File: config.mk
export PLATFORM = sky130hd
export DESIGN_NAME = hysteresis_peak_detector
export DESIGN_NICKNAME = d
export VERILOG_FILES = /design/src/sv/hpd_pkg.sv /design/src/sv/hpd_in_stage.sv /design/src/sv/hpd_tracker.sv /design/src/sv/hpd_out_reg.sv /design/src/sv/hysteresis_peak_detector.sv
export SDC_FILE = /design/constraint.sdc
export NUM_CORES = 1
export LEC_CHECK = 0
export BUFFER_PORTS_ARGS = -buffer_cell sky130_fd_sc_hd__buf_2
export CAP_MARGIN = 5
export CELL_PAD_IN_SITES_DETAIL_PLACEMENT = 2
export CELL_PAD_IN_SITES_GLOBAL_PLACEMENT = 2
export CORE_ASPECT_RATIO = 1.5
export CORE_MARGIN = 1
export CORE_UTILIZATION = 37
export DETAILED_ROUTE_END_ITERATION = 16
export PLACE_DENSITY_LB_ADDON = 0.2
export SYNTH_ARGS = -nofsm -noshare
export SYNTH_HDL_FRONTEND = slang
export SYNTH_SLANG_ARGS = --single-unit
File: constraint.sdc
create_clock -name clk -period 8.15 [get_ports clk]
set_clock_uncertainty 0.05 [all_clocks]
set_input_delay 2.445 -clock clk [delete_from_list [all_inputs] [get_ports clk]]
set_output_delay 2.445 -clock clk [all_outputs]
set_load 0.02 [all_outputs]
File: src/sv/hpd_pkg.sv
package hpd_pkg;

	// Configuration register indexes
	typedef enum logic [1:0] {
		REG_LOCAL_THR    = 2'd0,
		REG_GLOBAL_THR   = 2'd1,
		REG_MIN_INTERVAL = 2'd2
	} cfg_reg_t;

	localparam int unsigned CFG_INDEX_BITS = 2;
	localparam int unsigned INTERVAL_BITS  = 24;

	// Stage control between the input register and the tracker
	typedef struct packed {
		logic valid;    // request held in the input register
		logic advance;  // result side can take a new result this cycle
	} pipe_ctrl_t;

endpackage

File: src/sv/hpd_in_stage.sv
module hpd_in_stage #(
	parameter int unsigned SAMPLE_BITS = 16,
	parameter int unsigned TIME_BITS   = 32
) (
	input  logic                          clk,
	input  logic                          arst_n,
	input  logic                          in_valid,
	output logic                          in_ready,
	input  logic signed [SAMPLE_BITS-1:0] sample_value,
	input  logic        [TIME_BITS-1:0]   sample_time,
	input  logic                          restart,
	input  logic                          advance,
	output hpd_pkg::pipe_ctrl_t           ctrl,
	output logic signed [SAMPLE_BITS-1:0] value_s1,
	output logic        [TIME_BITS-1:0]   time_s1,
	output logic                          restart_s1
);

	logic valid_s1;

	// Take a new request when the slot is empty or is draining this cycle
	assign in_ready = !valid_s1 || advance;

	always_ff @(posedge clk or negedge arst_n) begin
		if (!arst_n) begin
			valid_s1 <= 1'b0;
		end else if (in_ready) begin
			valid_s1 <= in_valid;
		end
	end

	always_ff @(posedge clk) begin
		if (in_ready && in_valid) begin
			value_s1   <= sample_value;
			time_s1    <= sample_time;
			restart_s1 <= restart;
		end
	end

	assign ctrl.valid   = valid_s1;
	assign ctrl.advance = advance;

endmodule

File: src/sv/hpd_tracker.sv
module hpd_tracker #(
	parameter int unsigned SAMPLE_BITS = 16,
	parameter int unsigned TIME_BITS   = 32
) (
	input  logic                                   clk,
	input  logic                                   arst_n,
	input  hpd_pkg::pipe_ctrl_t                    ctrl,
	input  logic signed [SAMPLE_BITS-1:0]          value_s1,
	input  logic        [TIME_BITS-1:0]            time_s1,
	input  logic                                   restart_s1,
	input  logic        [SAMPLE_BITS-2:0]          local_thr,
	input  logic signed [SAMPLE_BITS-1:0]          global_thr,
	input  logic        [hpd_pkg::INTERVAL_BITS-1:0] min_interval,
	output logic                                   fire,
	output logic signed [SAMPLE_BITS-1:0]          peak_val,
	output logic        [TIME_BITS-1:0]            peak_tim
);

	localparam int unsigned WB = SAMPLE_BITS + 1;
	localparam int unsigned DW =
		((TIME_BITS > hpd_pkg::INTERVAL_BITS) ? TIME_BITS : hpd_pkg::INTERVAL_BITS) + 1;

	logic signed [SAMPLE_BITS-1:0] max_q, min_q;
	logic        [TIME_BITS-1:0]   max_time_q, last_time_q;
	logic                          seek_max_q, have_last_q;

	logic signed [SAMPLE_BITS-1:0] base_max, base_min, max1, min1;
	logic        [TIME_BITS-1:0]   base_time, base_last, time1;
	logic                          base_seek, base_have;
	logic signed [WB-1:0]          cur_w, thr_lo, thr_hi;
	logic signed [DW-1:0]          gap;
	logic                          drop, rise, spaced, above;
	logic                          process;

	assign process = ctrl.valid && ctrl.advance;

	// A restart sample reseeds the trackers before the normal update
	always_comb begin
		base_max  = restart_s1 ? value_s1 : max_q;
		base_min  = restart_s1 ? value_s1 : min_q;
		base_time = restart_s1 ? time_s1 : max_time_q;
		base_seek = restart_s1 || seek_max_q;
		base_have = !restart_s1 && have_last_q;
		base_last = restart_s1 ? '0 : last_time_q;

		max1  = (value_s1 > base_max) ? value_s1 : base_max;
		time1 = (value_s1 > base_max) ? time_s1 : max_time_q;
		if (!(value_s1 > base_max)) begin
			time1 = base_time;
		end
		min1  = (value_s1 < base_min) ? value_s1 : base_min;

		// Widen by one bit so the threshold sums never wrap
		cur_w  = WB'(value_s1);
		thr_lo = WB'(max1) - $signed({2'b00, local_thr});
		thr_hi = WB'(min1) + $signed({2'b00, local_thr});
		drop   = cur_w < thr_lo;
		rise   = cur_w > thr_hi;

		gap    = $signed({{(DW-TIME_BITS){1'b0}}, time1})
		       - $signed({{(DW-TIME_BITS){1'b0}}, base_last});
		spaced = !base_have
		      || (gap > $signed({{(DW-hpd_pkg::INTERVAL_BITS){1'b0}}, min_interval}));
		above  = max1 > global_thr;

		fire = base_seek && drop && above && spaced;
	end

	assign peak_val = max1;
	assign peak_tim = time1;

	always_ff @(posedge clk or negedge arst_n) begin
		if (!arst_n) begin
			max_q       <= '0;
			min_q       <= '0;
			max_time_q  <= '0;
			last_time_q <= '0;
			seek_max_q  <= 1'b1;
			have_last_q <= 1'b0;
		end else if (process) begin
			max_q       <= max1;
			min_q       <= min1;
			max_time_q  <= time1;
			seek_max_q  <= base_seek;
			have_last_q <= base_have;
			last_time_q <= base_last;
			if (base_seek) begin
				if (drop) begin
					min_q      <= value_s1;
					seek_max_q <= 1'b0;
					if (fire) begin
						last_time_q <= time1;
						have_last_q <= 1'b1;
					end
				end
			end else if (rise) begin
				max_q      <= value_s1;
				max_time_q <= time_s1;
				seek_max_q <= 1'b1;
			end
		end
	end

endmodule

File: src/sv/hpd_out_reg.sv
module hpd_out_reg #(
	parameter int unsigned SAMPLE_BITS = 16,
	parameter int unsigned TIME_BITS   = 32
) (
	input  logic                          clk,
	input  logic                          arst_n,
	input  logic                          valid_s1,
	input  logic                          fire,
	input  logic signed [SAMPLE_BITS-1:0] peak_val,
	input  logic        [TIME_BITS-1:0]   peak_tim,
	output logic                          advance,
	output logic                          out_valid,
	input  logic                          out_ready,
	output logic        [TIME_BITS-1:0]   peak_time,
	output logic signed [SAMPLE_BITS-1:0] peak_value
);

	logic out_valid_q;

	// Advance when the result register is empty or being taken
	assign advance   = !out_valid_q || out_ready;
	assign out_valid = out_valid_q;

	always_ff @(posedge clk or negedge arst_n) begin
		if (!arst_n) begin
			out_valid_q <= 1'b0;
		end else if (advance) begin
			out_valid_q <= valid_s1 && fire;
		end
	end

	always_ff @(posedge clk) begin
		if (advance && valid_s1 && fire) begin
			peak_time  <= peak_tim;
			peak_value <= peak_val;
		end
	end

endmodule

File: src/sv/hysteresis_peak_detector.sv
// Channel   Handshake              Payload
// in        in_valid / in_ready    sample_value, sample_time, restart
// out       out_valid / out_ready  peak_time, peak_value
// cfg       cfg_valid / cfg_ready  cfg_index, cfg_data
//
// One sample a cycle while the result register is free; a peak is offered once the result register captures it.
// The input register and the result register sit around the combinational tracker.
// Reset clears the trackers to zero with maximum seeking active; thresholds reset to 0.
// A stalled result holds the input register; in_ready follows out_ready within the cycle.
// cfg_ready is always high.
module hysteresis_peak_detector #(
	parameter int unsigned SAMPLE_BITS = 16,
	parameter int unsigned TIME_BITS   = 32
) (
	input  logic                          clk,
	input  logic                          arst_n,
	input  logic                          in_valid,
	output logic                          in_ready,
	input  logic signed [SAMPLE_BITS-1:0] sample_value,
	input  logic        [TIME_BITS-1:0]   sample_time,
	input  logic                          restart,
	output logic                          out_valid,
	input  logic                          out_ready,
	output logic        [TIME_BITS-1:0]   peak_time,
	output logic signed [SAMPLE_BITS-1:0] peak_value,
	input  logic                          cfg_valid,
	output logic                          cfg_ready,
	input  logic [hpd_pkg::CFG_INDEX_BITS-1:0] cfg_index,
	input  logic [((SAMPLE_BITS > hpd_pkg::INTERVAL_BITS) ?
	               SAMPLE_BITS : hpd_pkg::INTERVAL_BITS)-1:0] cfg_data
);

	logic        [SAMPLE_BITS-2:0]            local_thr_q;
	logic signed [SAMPLE_BITS-1:0]            global_thr_q;
	logic        [hpd_pkg::INTERVAL_BITS-1:0] min_interval_q;

	hpd_pkg::pipe_ctrl_t           ctrl;
	logic                          advance, fire, restart_s1;
	logic signed [SAMPLE_BITS-1:0] value_s1, peak_val;
	logic        [TIME_BITS-1:0]   time_s1, peak_tim;

	assign cfg_ready = 1'b1;

	always_ff @(posedge clk or negedge arst_n) begin
		if (!arst_n) begin
			local_thr_q    <= '0;
			global_thr_q   <= '0;
			min_interval_q <= '0;
		end else if (cfg_valid) begin
			unique case (hpd_pkg::cfg_reg_t'(cfg_index))
				hpd_pkg::REG_LOCAL_THR: begin
					local_thr_q <= cfg_data[SAMPLE_BITS-2:0];
				end
				hpd_pkg::REG_GLOBAL_THR: begin
					global_thr_q <= $signed(cfg_data[SAMPLE_BITS-1:0]);
				end
				hpd_pkg::REG_MIN_INTERVAL: begin
					min_interval_q <= cfg_data[hpd_pkg::INTERVAL_BITS-1:0];
				end
				default: begin
					// drop writes to unused indexes
				end
			endcase
		end
	end

	hpd_in_stage #(
		.SAMPLE_BITS(SAMPLE_BITS),
		.TIME_BITS  (TIME_BITS)
	) u_in (
		.clk         (clk),
		.arst_n      (arst_n),
		.in_valid    (in_valid),
		.in_ready    (in_ready),
		.sample_value(sample_value),
		.sample_time (sample_time),
		.restart     (restart),
		.advance     (advance),
		.ctrl        (ctrl),
		.value_s1    (value_s1),
		.time_s1     (time_s1),
		.restart_s1  (restart_s1)
	);

	hpd_tracker #(
		.SAMPLE_BITS(SAMPLE_BITS),
		.TIME_BITS  (TIME_BITS)
	) u_trk (
		.clk         (clk),
		.arst_n      (arst_n),
		.ctrl        (ctrl),
		.value_s1    (value_s1),
		.time_s1     (time_s1),
		.restart_s1  (restart_s1),
		.local_thr   (local_thr_q),
		.global_thr  (global_thr_q),
		.min_interval(min_interval_q),
		.fire        (fire),
		.peak_val    (peak_val),
		.peak_tim    (peak_tim)
	);

	hpd_out_reg #(
		.SAMPLE_BITS(SAMPLE_BITS),
		.TIME_BITS  (TIME_BITS)
	) u_out (
		.clk       (clk),
		.arst_n    (arst_n),
		.valid_s1  (ctrl.valid),
		.fire      (fire),
		.peak_val  (peak_val),
		.peak_tim  (peak_tim),
		.advance   (advance),
		.out_valid (out_valid),
		.out_ready (out_ready),
		.peak_time (peak_time),
		.peak_value(peak_value)
	);

endmodule

# [After elaboration in Yosys (flattened, before gate mapping)]
# Cells that the tools add are included.
[word_totals] word_cells=69 output_inout_bits=51 input_bits=80 register_bits=252
[classes] addsub=3 n_eq_ne=2 reduce_logical=20 magnitude_cmp=6 muxes=22
[op_table] cell="$mux 32" count=8
[op_table] cell="$mux 16" count=8
[op_table] cell="$gt 33x25->1" count=1
[op_table] cell="$sub 32x32->33" count=1
[op_table] cell="$gt 16x16->1" count=2
[op_table] cell="$add 16x16->17" count=1
[op_table] cell="$gt 16x17->1" count=1
[op_table] cell="$lt 16x17->1" count=1
[op_table] cell="$sub 16x16->17" count=1
[op_table] cell="$lt 16x16->1" count=1
[op_table] cell="$logic_and 1x1->1" count=8
[op_table] cell="$mux 1" count=6
[op_table] cell="$reduce_and 2->1" count=3
[op_table] cell="$logic_not 1->1" count=4
[op_table] cell="$logic_or 1x1->1" count=4
[op_table] cell="$eq 2x1->1 const B" count=1
[op_table] cell="$eq 2x2->1 const B" count=1
[op_table] cell="$logic_not 2->1" count=1

# [Depth between registers and ports, before layout]
# Gate-level depths: netlist of run 1.
[logic_depth] depth_word=11 ltp_mapped=40 ltp_nobuf=34

# [By module]
# Synthesis of run 1 repeated with hierarchy kept, for this count alone.
[unflattened] hier_cells=1441 area_unflattened_um2=15915.3
[by_module_without_submodules] mod="hpd_tracker" n_inst=1 seq_area_each_um2=2453.6 cells_per_inst=1214 area_each_um2=10777.8
[by_module_without_submodules] mod="hysteresis_peak_detector" n_inst=1 seq_area_each_um2=1376.3 cells_per_inst=119 area_each_um2=2095.8
[by_module_without_submodules] mod="hpd_in_stage" n_inst=1 seq_area_each_um2=1496.4 cells_per_inst=55 area_each_um2=1540.2
[by_module_without_submodules] mod="hpd_out_reg" n_inst=1 seq_area_each_um2=1466.4 cells_per_inst=53 area_each_um2=1501.4

# [Least setup slack after synthesis of run 1]
# Ideal clock, no wire load.
[synth_path] path_type="register to register" startpoint="register u_in.restart_s1" endpoint="register u_out.peak_time[0] (enable)" arrival_time_ps=8344 t_required_ps=7628 path_slack_ps=-716 path_stages_with_launch=38 path_cell_list="edfxtp_1 -> clkbuf_1 -> clkbuf_1 -> mux2i_1 -> ha_1 -> a21o_1 -> a21o_1 -> a21oi_1 -> o21ai_0 -> a21oi_1 -> a21bo_2 -> clkbuf_1 -> nor2b_1 -> clkbuf_1 -> clkbuf_1 -> mux2_2 -> ha_1 -> a21o_1 -> [... 2 more ...] -> o22ai_1 -> o21ai_0 -> a41oi_1 -> a21oi_1 -> o21a_1 -> nor2_1 -> xnor2_1 -> ha_1 -> a21oi_1 -> nand2_1 -> nor2_1 -> o21ai_0 -> o41ai_1 -> nand4_1 -> or4_4 -> buf_6 -> nand2_1 -> inv_1"
[synth_via] word_cells_on_any_way=20 cone_classes="add/sub (2); order compare (4); mux (5); reduce/logical (9)"
[synth_rtl] item="start, declared" line="hpd_in_stage.sv:16" text="output logic restart_s1"
[synth_rtl] item="start signal, assigned" line="hpd_in_stage.sv:36" text="restart_s1 <= restart;"
[synth_rtl] item="$mux 16" line="hpd_tracker.sv:39" text="base_max = restart_s1 ? value_s1 : max_q;"
[synth_rtl] item="$gt 16x16->1" line="hpd_tracker.sv:47, hpd_tracker.sv:48"
[synth_rtl] item="$mux 32 *" line="hpd_tracker.sv:48" text="if (!(value_s1 > base_max)) begin"
[synth_rtl] item="via peak_tim[12]" line="hysteresis_peak_detector.sv:40" text="logic [TIME_BITS-1:0] time_s1, peak_tim;"
[synth_rtl] item="$sub 32x32->33 *" line="hpd_tracker.sv:61" text="- $signed({{(DW-TIME_BITS){1'b0}}, base_last});"
[synth_rtl] item="$gt 33x25->1 *" line="hpd_tracker.sv:63" text="|| (gap > $signed({{(DW-hpd_pkg::INTERVAL_BITS){1'b0}}, min_interval}));"
[synth_rtl] item="$logic_or 1x1->1 *" line="hpd_tracker.sv:63"
[synth_rtl] item="$logic_and 1x1->1 *" line="hpd_tracker.sv:66" text="fire = base_seek && drop && above && spaced;"
[synth_rtl] item="$logic_and 1x1->1 *" line="hpd_out_reg.sv:33" text="if (advance && valid_s1 && fire) begin"
[synth_rtl] item="end signal, assigned" line="hpd_out_reg.sv:34" text="peak_time <= peak_tim;"
[synth_rtl] item="end, declared" line="hpd_out_reg.sv:14" text="output logic [TIME_BITS-1:0] peak_time,"
# Mark *: on every way through the listed nets, which the timed path passes. The rest lies on a longest branch.
# A chain may end at the register's enable or synchronous reset.

# [Worst setup path in the final report of run 1]
[layout_path] startpoint="register u_in.restart_s1" endpoint="register u_trk.max_time_q[16]"
[layout_via] elab_chain_cells=7 word_cells_on_any_way=12 cone_classes="add/sub (1); order compare (3); mux (7); reduce/logical (1)"
[layout_rtl] item="$mux 16" line="hpd_tracker.sv:40" text="base_min = restart_s1 ? value_s1 : min_q;"
[layout_rtl] item="$lt 16x16->1" line="hpd_tracker.sv:51" text="min1 = (value_s1 < base_min) ? value_s1 : base_min;"
[layout_rtl] item="$mux 16" line="hpd_tracker.sv:51"
[layout_rtl] item="$add 16x16->17" line="hpd_tracker.sv:56" text="thr_hi = WB'(min1) + $signed({2'b00, local_thr});"
[layout_rtl] item="$gt 16x17->1" line="hpd_tracker.sv:58" text="rise = cur_w > thr_hi;"
[layout_rtl] item="$mux 32" line="hpd_tracker.sv:96" text="end else if (rise) begin"
[layout_rtl] item="$mux 32 *" line="hpd_tracker.sv:87" text="if (base_seek) begin"
[layout_rtl] item="end signal, assigned" line="hpd_tracker.sv:83" text="max_time_q <= time1;"
[layout_rtl] item="end signal, assigned" line="hpd_tracker.sv:98" text="max_time_q <= time_s1;"
[layout_rtl] item="end, declared" line="hpd_tracker.sv:24" text="logic [TIME_BITS-1:0] max_time_q, last_time_q;"
# Every way passes the cells marked *; elsewhere a longest branch is shown, timed or not.

==> parameters.txt, run 1 <==
Parameter                              Value

Place
  Post-placement cell area    0.01785 mm²
  Number of buffers inserted by port buffering    129
  Placer Congestion    0.8705
  Final HPWL from detailed placement    around 40 mm

GRT
  Via count of the first global-routing pass    around 14,000
  Largest net degree at the start of global routing    slightly above 70
  Global route total overflow    0
  First-pass GRT wire length    about 80 mm
  Initial antenna violation count    0
  GRT Resource Usage Total    between 20 and 25%

Floorplan
  Die span in x    170.4 µm
  Area inside the core boundary    0.04202 mm²
  Height of the die    254.6 µm
  Number of top-level pins    131
  Effective utilization at floorplan    a little under two fifths
  Floorplan die area    roughly 0.043 mm²
  Std cell rows    between 90 and 100

Logic synthesis
  Number of flops mapped to enable cells by yosys    97
  Top FF cell, synth    dfrtp_1
  Cell types occupying the most area after synthesis    dfrtp_1, edfxtp_1, ha_1
  Portion of synthesized cell area occupied by the leading cell type    around 24%
  Number of nets in the synthesized netlist    around 1,700
  Cell count after synthesis    1,425
  Synth Warn #    0
  Count of state elements after synthesis    about 250
  Async set or reset register ratio after synthesis    approximately three fifths
  Distinct cell type count of the synthesized netlist    77
  Post-Syn Area per Cell    about 11 µm²
  Library cell occupying the most area in the post-synthesis netlist    dfrtp_1
  Sequential area share after synthesis    between 40% and 50%
  Mapped cell area    roughly 0.016 mm²

Clocking
  CTS root buf    clkbuf_16
  Total clock buffers created by CTS    28
  CTS tree    yes
  Bufs on Longest Clock Path    3
  # H-tree levels    1
  # clock sinks    252
  Worst-Skew Late Latency    between 0.5 and 0.6 ns
  Clock slew at the register clock pins of the worst setup and hold paths    roughly 0.070 ns

Layout
  Syn-to-layout area delta    21.27%
  Fraction of final layout cells with drive strength greater than 1    between 20 and 30%
  Ant. Diodes    0
  Finished Cell Area    0.01909 mm²
  Fill cells    between 4,000 and 5,000
  Post-layout net count    between 1,500 and 2,000

Setup path
  Type of element capturing the critical path    flip-flop
  Type of the worst setup path    reg2reg
  Largest stage delay, worst path    ~0.60 ns
  Slowest cell on the critical path    or4b_2
  Setup crit start kind    flip-flop
  Arrival time reported for the critical path endpoint    approximately 8.3 ns
  Worst endpoint required time    roughly 8.6 ns
  CP Max Fanout    15

Timing
  Max-Slew Margin vs Limit    approximately 34%
  Measured slew at the worst slew-check pin    between 0.9 and 1 ns
  Minimum period implied by the final worst setup slack    roughly 7.8 ns
  Hold slack final    around 0.44 ns
  Setup tns final    0 ns
  Final Slew Violations    0
  # setup viols final    0
  Final hold violations    0
  Final worst path period share    96.25%
  Upper clock frequency limit    127.5 MHz

Power
  Largest vdd supply drop    between 0.00015 and 0.0002 V
  Power density relative to cell area    approximately 380 mW/mm²
  Design Power    0.007287 W
  Leakage component of the power    around 8.6 nW

Drt
  Detailed-route wire length per cell    roughly 23 µm
  DRC violation total after the first TritonRoute iteration    around 370
  Antenna Violating Nets Remaining    0
  Via count of the routed design    around 12,000
  Vias/cell    approximately 5.5
  Drc violations    0
  Final wirelength    approximately 53 mm
  First-pass iteration count of the detailed router    4

Run status
  Result of the run    complete, no violations

Job
  Max capacitance violation total    0

Hold path
  Hold/Removal Path Class    reg2reg
==> metal layers <==
| metal | track usage [%] | vias up | share of wire (%) |
|---|---|---|---|
| met3 | 2.421 | 111 | 2.3 |
| met4 | 13.26 | 0 | 5.4 |
| met2 | 48.76 | 202 | 56 |
| li1 | - | 5747 | - |
| met1 | 24.65 | 6297 | 36 |
| met5 | 0 | - | 0 |
==> cell usage in the layout, fill, tap and decap left out, types with 5 or more instances in the layout <==
master	n
inv_1	100
nand3b_1	7
xnor2_1	31
o21ai_0	92
clkbuf_1	6
buf_2	128
nor3_1	14
o211ai_1	6
nor2b_1	10
nand3_1	21
a31oi_1	5
dfrtp_1	154
or2_2	5
buf_12	8
a211oi_1	11
nand2_1	86
mux2_2	107
buf_4	127
ha_1	166
nand2b_1	49
a21o_1	29
clkinvlp_4	5
nand4_1	21
xor2_1	16
o31ai_1	10
nor2_1	43
edfxtp_1	97
a32o_1	30
o21a_1	13
clkbuf_16	30
or3_1	7
mux2i_1	87
a21oi_1	60
==> kinds of logic after synthesis <==
family	share of synthesized area, %
buffers and inverters	4.054
other	0.02382
AOI/OAI and AO/OA	13.82
adders and majority gates	13.58
and+or+nand+nor	9.444
xor gates and xnor gates	2.615
DFF	43.16
muxes	13.31
==> Yosys cell counts, types with 5 or more instances <==
cell type  number
o21ai_0        98
o21a_1         13
xnor2_1        31
or3_1           7
a21oi_1        61
buf_8           6
nor3_1         15
edfxtp_1       97
a32o_1         30
mux2i_1        89
a211oi_1       12
nand3_1        21
o211ai_1        6
xor2_1         16
a21o_1         29
o31ai_1        10
nor2_1         44
inv_1         101
or2_2           5
mux2_2        107
dfrtp_1       154
nand4_1        21
nand2_1        88
nor2b_1        11
nand2b_1       49
ha_1          166
clkbuf_1       35
nand3b_1        7
buf_1           5
a31oi_1         5
==> area by class of cell <==
cell class | count | area (µm²) | share of cell area [%]
multi-input combinational | 1024 | 8457 | 44.30
clock inverter | 15 | 132.6 | 0.6948
inverter | 101 | 382.9 | 2.006
clock buffer | 37 | 775.7 | 4.064
timing repair buffer | 269 | 1842 | 9.649
sequential | 252 | 6793 | 35.59
tap | 564 | 705.7 | 3.697
==> through the flow <==
stage               worst slack [ns]  std cells  utilization [%]
floorplan                    0.01515       1425                -
global placement             -0.1555       2190            42.47
detailed placement           -0.3545       2190            42.47
CTS                          0.01257       2243            44.71
global route                -0.03682       2262            45.43
finish                        0.3060       2262            45.43
==> critical path: cells and delay by family, from the launching register on <==
| family | cells | cell delay, ns |
|---|---|---|
| AO/OA/AOI/OAI | 17 | 3.32 |
| XOR/XNOR | 1 | 0.11 |
| adder cells (fa/ha/maj) | 4 | 1.29 |
| buffers and inverters | 7 | 1.20 |
| flip-flops | 1 | 0.43 |
| multiplexers | 1 | 0.36 |
| AND/OR/NAND/NOR | 4 | 0.93 |
==> sequential cells by signal, summed over array words and instances, names as in the netlist, 15 cells and up <==
| name | cells |
|---|---|
| u_in.time_s1 | 32 |
| u_out.peak_time | 32 |
| u_trk.last_time_q | 32 |
| u_trk.max_time_q | 32 |
| min_interval_q | 24 |
| global_thr_q | 16 |
| u_in.value_s1 | 16 |
| u_out.peak_value | 16 |
| u_trk.max_q | 16 |
| u_trk.min_q | 16 |
| local_thr_q | 15 |
==> path summary, 6_finish.rpt <==
| check | to | start | slack, ns | cells after the start |
|---|---|---|---|---|
| worst min register to register | u_trk.min_q[14] | u_trk.min_q[14] | 0.44 | 2 |
| max in group asynchronous | min_interval_q[19] | arst_n | 5.05 | 2 |
| worst min-delay path | u_trk.min_q[14] | u_trk.min_q[14] | 0.44 | 2 |
| worst max register to register | u_trk.max_time_q[16] | u_in.restart_s1 | 0.31 | 34 |
| worst max-delay path | u_trk.max_time_q[16] | u_in.restart_s1 | 0.31 | 34 |
| min in group asynchronous | local_thr_q[8] | arst_n | 1.69 | 1 |
==> report_power, final <==
| group | switching [W] | total (W) | leakage, nW | internal (W) |
|---|---|---|---|---|
| logic | 0.00231 | 0.00412 | 5.35 | 0.00181 |
| clock network | 0.000565 | 0.00127 | 0.435 | 0.000708 |
| registers | 0.000190 | 0.00190 | 2.81 | 0.00171 |
==> what timing repair did <==
item	in CTS	in global routing
resized for setup	7	22
buffers inserted	1	17
hold endpoints to repair	0	0
hold buffers	0	0
pin swaps	1	4
setup endpoints to repair	129	129
cloned	0	2
(Power assumes the default switching activity.)
==> run 2, diff against run 1 <==
--- a/config.mk
+++ b/config.mk
@@ -5,13 +5,14 @@
 export SDC_FILE = /design/constraint.sdc
 export NUM_CORES = 1
 export LEC_CHECK = 0
+export ABC_AREA = 1
 export BUFFER_PORTS_ARGS = -buffer_cell sky130_fd_sc_hd__buf_2
 export CAP_MARGIN = 5
 export CELL_PAD_IN_SITES_DETAIL_PLACEMENT = 2
 export CELL_PAD_IN_SITES_GLOBAL_PLACEMENT = 2
 export CORE_ASPECT_RATIO = 1.5
 export CORE_MARGIN = 1
-export CORE_UTILIZATION = 37
+export CORE_UTILIZATION = 33
 export DETAILED_ROUTE_END_ITERATION = 16
 export PLACE_DENSITY_LB_ADDON = 0.2
 export SYNTH_ARGS = -nofsm -noshare
==> run 2 against run 1 <==
  * Worst hold slack worse by 0.0064 ns
  * Synthesized area is 14% higher
  * Register-to-register slack better by 0.63 ns
  * Synthesized cell count is 67% higher
  * Cell area is 7.9% higher
  * Final cell count is 43% higher
  * Sequential power is 3% higher
  * Global-route usage is 2.3 points higher
  * Critical path type unchanged
  * Largest cell class unchanged
==> parameters.txt, run 2 <==
Parameter                              Value

Layout
  Ant. Diodes    0 (unchanged)
  Leading cell types in the layout, fill and taps excluded    nand2_1, inv_1, o21ai_0
  Most frequent standard cell in the layout excluding fill and tap cells    nand2_1
  Syn-to-layout area delta    14.95%
  Fraction of final layout cells with drive strength greater than 1    13.17% (-14 points)
  Post-layout net count    2,778 (+44%)

Job
  Max capacitance violation total    0 (unchanged)

Setup path
  Depth of the worst register-to-register path    38 (+12%)
  Type of element capturing the critical path    flip-flop
  Type of the worst setup path    reg2reg
  Slowest cell on the critical path    o21ai_0
  CP Max Fanout    74 (+59)
  Arrival time reported for the critical path endpoint    7.64 ns (-0.61 ns)
  Worst endpoint required time    8.58 ns (+0.02 ns)
  Largest stage delay, worst path    0.82 ns (+0.22 ns)
  Library cell appearing most often on the critical path    nand3_1
  Setup crit start kind    flip-flop

Drt
  Antenna Violating Nets Remaining    0 (unchanged)
  Vias/cell    5.221 (-4.4%)
  DRC violation total after the first TritonRoute iteration    468 (+28%)
  Final wirelength    73.04 mm (+38%)
  Detailed-route wire length per cell    22.54 µm (-3.6%)
  Via count of the routed design    16,920 (+37%)
  Drc violations    0 (unchanged)
  First-pass iteration count of the detailed router    5 (+1)

Hold path
  Number of stages on the worst hold path    2 (unchanged)
  Hold/Removal Path Class    reg2reg

Place
  Placer Congestion    0.8938 (+2.7%)
  Setup Slack @ Placement    0.8440 ns (+1.199 ns)
  Number of buffers inserted by port buffering    129 (unchanged)
  Final HPWL from detailed placement    57.38 mm (+45%)

Logic synthesis
  Top cell types by occurrence after synthesis    nand2_1, inv_1, o21ai_0
  Portion of synthesized cell area occupied by the leading cell type    21.52% (-3.0 points)
  Count of state elements after synthesis    252 (unchanged)
  Number of nets in the synthesized netlist    2,633 (+57%)
  Distinct cell type count of the synthesized netlist    52 (-32%)
  Xor-xnor portion of the synthesized cell area    2.445% (-0.17 points)
  Area fraction in compound gates after synthesis    12.77% (-1.0 points)
  Sequential area share after synthesis    37.93% (-5.2 points)
  Number of flops mapped to enable cells by yosys    97 (unchanged)
  Mapped cell area    0.01791 mm² (+14%)
  Async set or reset register ratio after synthesis    61.51% (unchanged)
  Top FF cell, synth    dfrtp_1
  Cell count after synthesis    2,384 (+67%)
  Cell types occupying the most area after synthesis    dfrtp_1, edfxtp_1, nand2_1
  Fraction of synthesized area in multiplexers    0% (-13 points)
  Synth Warn #    0 (unchanged)
  Post-Syn Area per Cell    7.512 µm² (-32%)
  Dominant combinational cell family by area after synthesis    simple AND/OR/NAND/NOR gates
  Post-Synth Simple-Gate Area    24.76% (+15 points)
  Library cell occupying the most area in the post-synthesis netlist    dfrtp_1
  Most repeated cell in the gate-level netlist after synthesis    nand2_1
  Synthesized-area fraction occupied by adder cells    11.93% (-1.6 points)

Timing
  Max-Slew Margin vs Limit    15.38% (-19 points)
  Smallest setup slack after layout    0.9394 ns (+0.6334 ns)
  Measured slew at the worst slew-check pin    1.267 ns (+0.2851 ns)
  Setup tns final    0 ns (unchanged)
  Final Slew Violations    0 (unchanged)
  Hold slack final    0.4323 ns (-0.006431 ns)
  Setup repair after global routing missed its margin    false
  # setup viols final    0 (unchanged)
  Final worst path period share    88.47% (-7.8 points)
  Minimum period implied by the final worst setup slack    7.211 ns (-0.6334 ns)
  Final hold violations    0 (unchanged)
  Upper clock frequency limit    138.7 MHz (+8.8%)

Power
  Sw power    0.004666 W (+52%)
  Proportion of total power due to net switching    51.40% (+9.4 points)
  Sequential share of power    21.6% (-4.4 points)
  Largest vdd supply drop    0.0001996 V (+7.3%)
  Combinational cell fraction of total power    62.9% (+6.4 points)
  Clock power share    15.5% (-2.0 points)
  Power density relative to cell area    440.9 mW/mm² (+15%)
  Power Internal    0.004411 W (+4.4%)
  Leakage component of the power    10.54 nW (+23%)

Floorplan
  Floorplan die area    0.05523 mm² (+27%)
  Height of the die    287.3 µm (+13%)
  Std cell rows    104 (+13%)
  Die span in x    192.2 µm (+13%)
  Area inside the core boundary    0.05361 mm² (+28%)
  Number of top-level pins    131 (unchanged)
  Effective utilization at floorplan    33.41% (-4.1 points)

Clocking
  # H-tree levels    1 (unchanged)
  Resize count post-CTS    0 (-7)
  Clock slew at the register clock pins of the worst setup and hold paths    0.07 ns (about the same)
  Total clock buffers created by CTS    29 (+3.6%)
  CTS tree    yes
  CTS root buf    clkbuf_16
  Post-CTS setup buffers    0 (-1)
  Worst-Skew Late Latency    0.60 ns (+0.02 ns)
  Bufs on Longest Clock Path    3 (unchanged)
  Hold-fix buffers at CTS    0 (unchanged)
  # clock sinks    252 (unchanged)

GRT
  Largest net degree at the start of global routing    91 (+28%)
  Global route total overflow    0 (unchanged)
  First-pass GRT wire length    110.8 mm (+38%)
  GRT Resource Usage Total    26.84% (+2.3 points)
  Via count of the first global-routing pass    19,220 (+35%)
  Initial antenna violation count    0 (unchanged)

Run status
  Result of the run    complete, no violations
run 2: cells by family (layout without fill, tap and decap cells):
logic type | Yosys count | after routing
flip-flops | 252 | 252
other | 1 | 1
buffers and inverters | 457 | 625
XOR/XNOR | 50 | 50
AND/OR/NAND/NOR | 1029 | 1029
adder cells (fa/ha/maj) | 169 | 169
AO/OA/AOI/OAI | 426 | 426
run 2: cell type report:
| type | count | area (µm²) |
|---|---|---|
| fillers | 6388 | 33020 |
| inverters | 378 | 1419 |
| flip-flops and latches | 252 | 6793 |
| repair buffers | 193 | 1182 |
| well taps | 689 | 862.1 |
| clock inverters | 12 | 168.9 |
| clock buffers | 42 | 835.8 |
| multi-input cells | 1675 | 9326 |
run 2: critical path, delay by kind of cell, from the launching register on:
kind	cells	cell delay (ns)
AO/OA/AOI/OAI	5	1.41
XOR/XNOR	1	0.18
adder cells (fa/ha/maj)	3	1.06
buffers and inverters	7	1.43
flip-flops	1	0.40
AND/OR/NAND/NOR	22	2.44
run 2: worst paths after layout:
path | end | start | slack [ns]
worst min-delay path | min_interval_q[3] | min_interval_q[3] | 0.43
worst max-delay path | u_trk.last_time_q[0] | u_in.restart_s1 | 0.94
worst min register to register | min_interval_q[3] | min_interval_q[3] | 0.43
max in group asynchronous | u_trk.min_q[14] | arst_n | 5.26
min in group asynchronous | u_trk.last_time_q[29] | arst_n | 1.84
worst max register to register | u_trk.last_time_q[0] | u_in.restart_s1 | 0.94
run 2: per-layer routing:
metal / up-vias / GRT usage [%] / share of wire, %
li1: 8005 / - / -
met1: 8418 / 25.03 / 34
met2: 311 / 53.26 / 56
met3: 188 / 2.039 / 2.1
met4: 0 / 19.53 / 8.5
met5: - / 0 / 0
run 2: power groups by stage:
stage / Clock [W] / Sequential (W) / Combinational [W]
finish: 0.00141 / 0.00196 / 0.00571
global route: 0.00149 / 0.00200 / 0.00636
CTS: 0.00144 / 0.00197 / 0.00582
detailed placement: 0 / 0.00198 / 0.00576
global placement: 0 / 0.00196 / 0.00551
floorplan: 0 / 0.00200 / 0.00368
run 2: metrics by stage:
step                std cells  cell area [µm²]  utilization (%)  total power [W]
floorplan                2384            17910                -         0.005682
global placement         3187            19580            36.53         0.007478
detailed placement       3187            19580            36.53         0.007748
CTS                      3241            20590            38.40         0.009225
global route             3241            20590            38.40         0.009846
finish                   3241            20590            38.40         0.009077
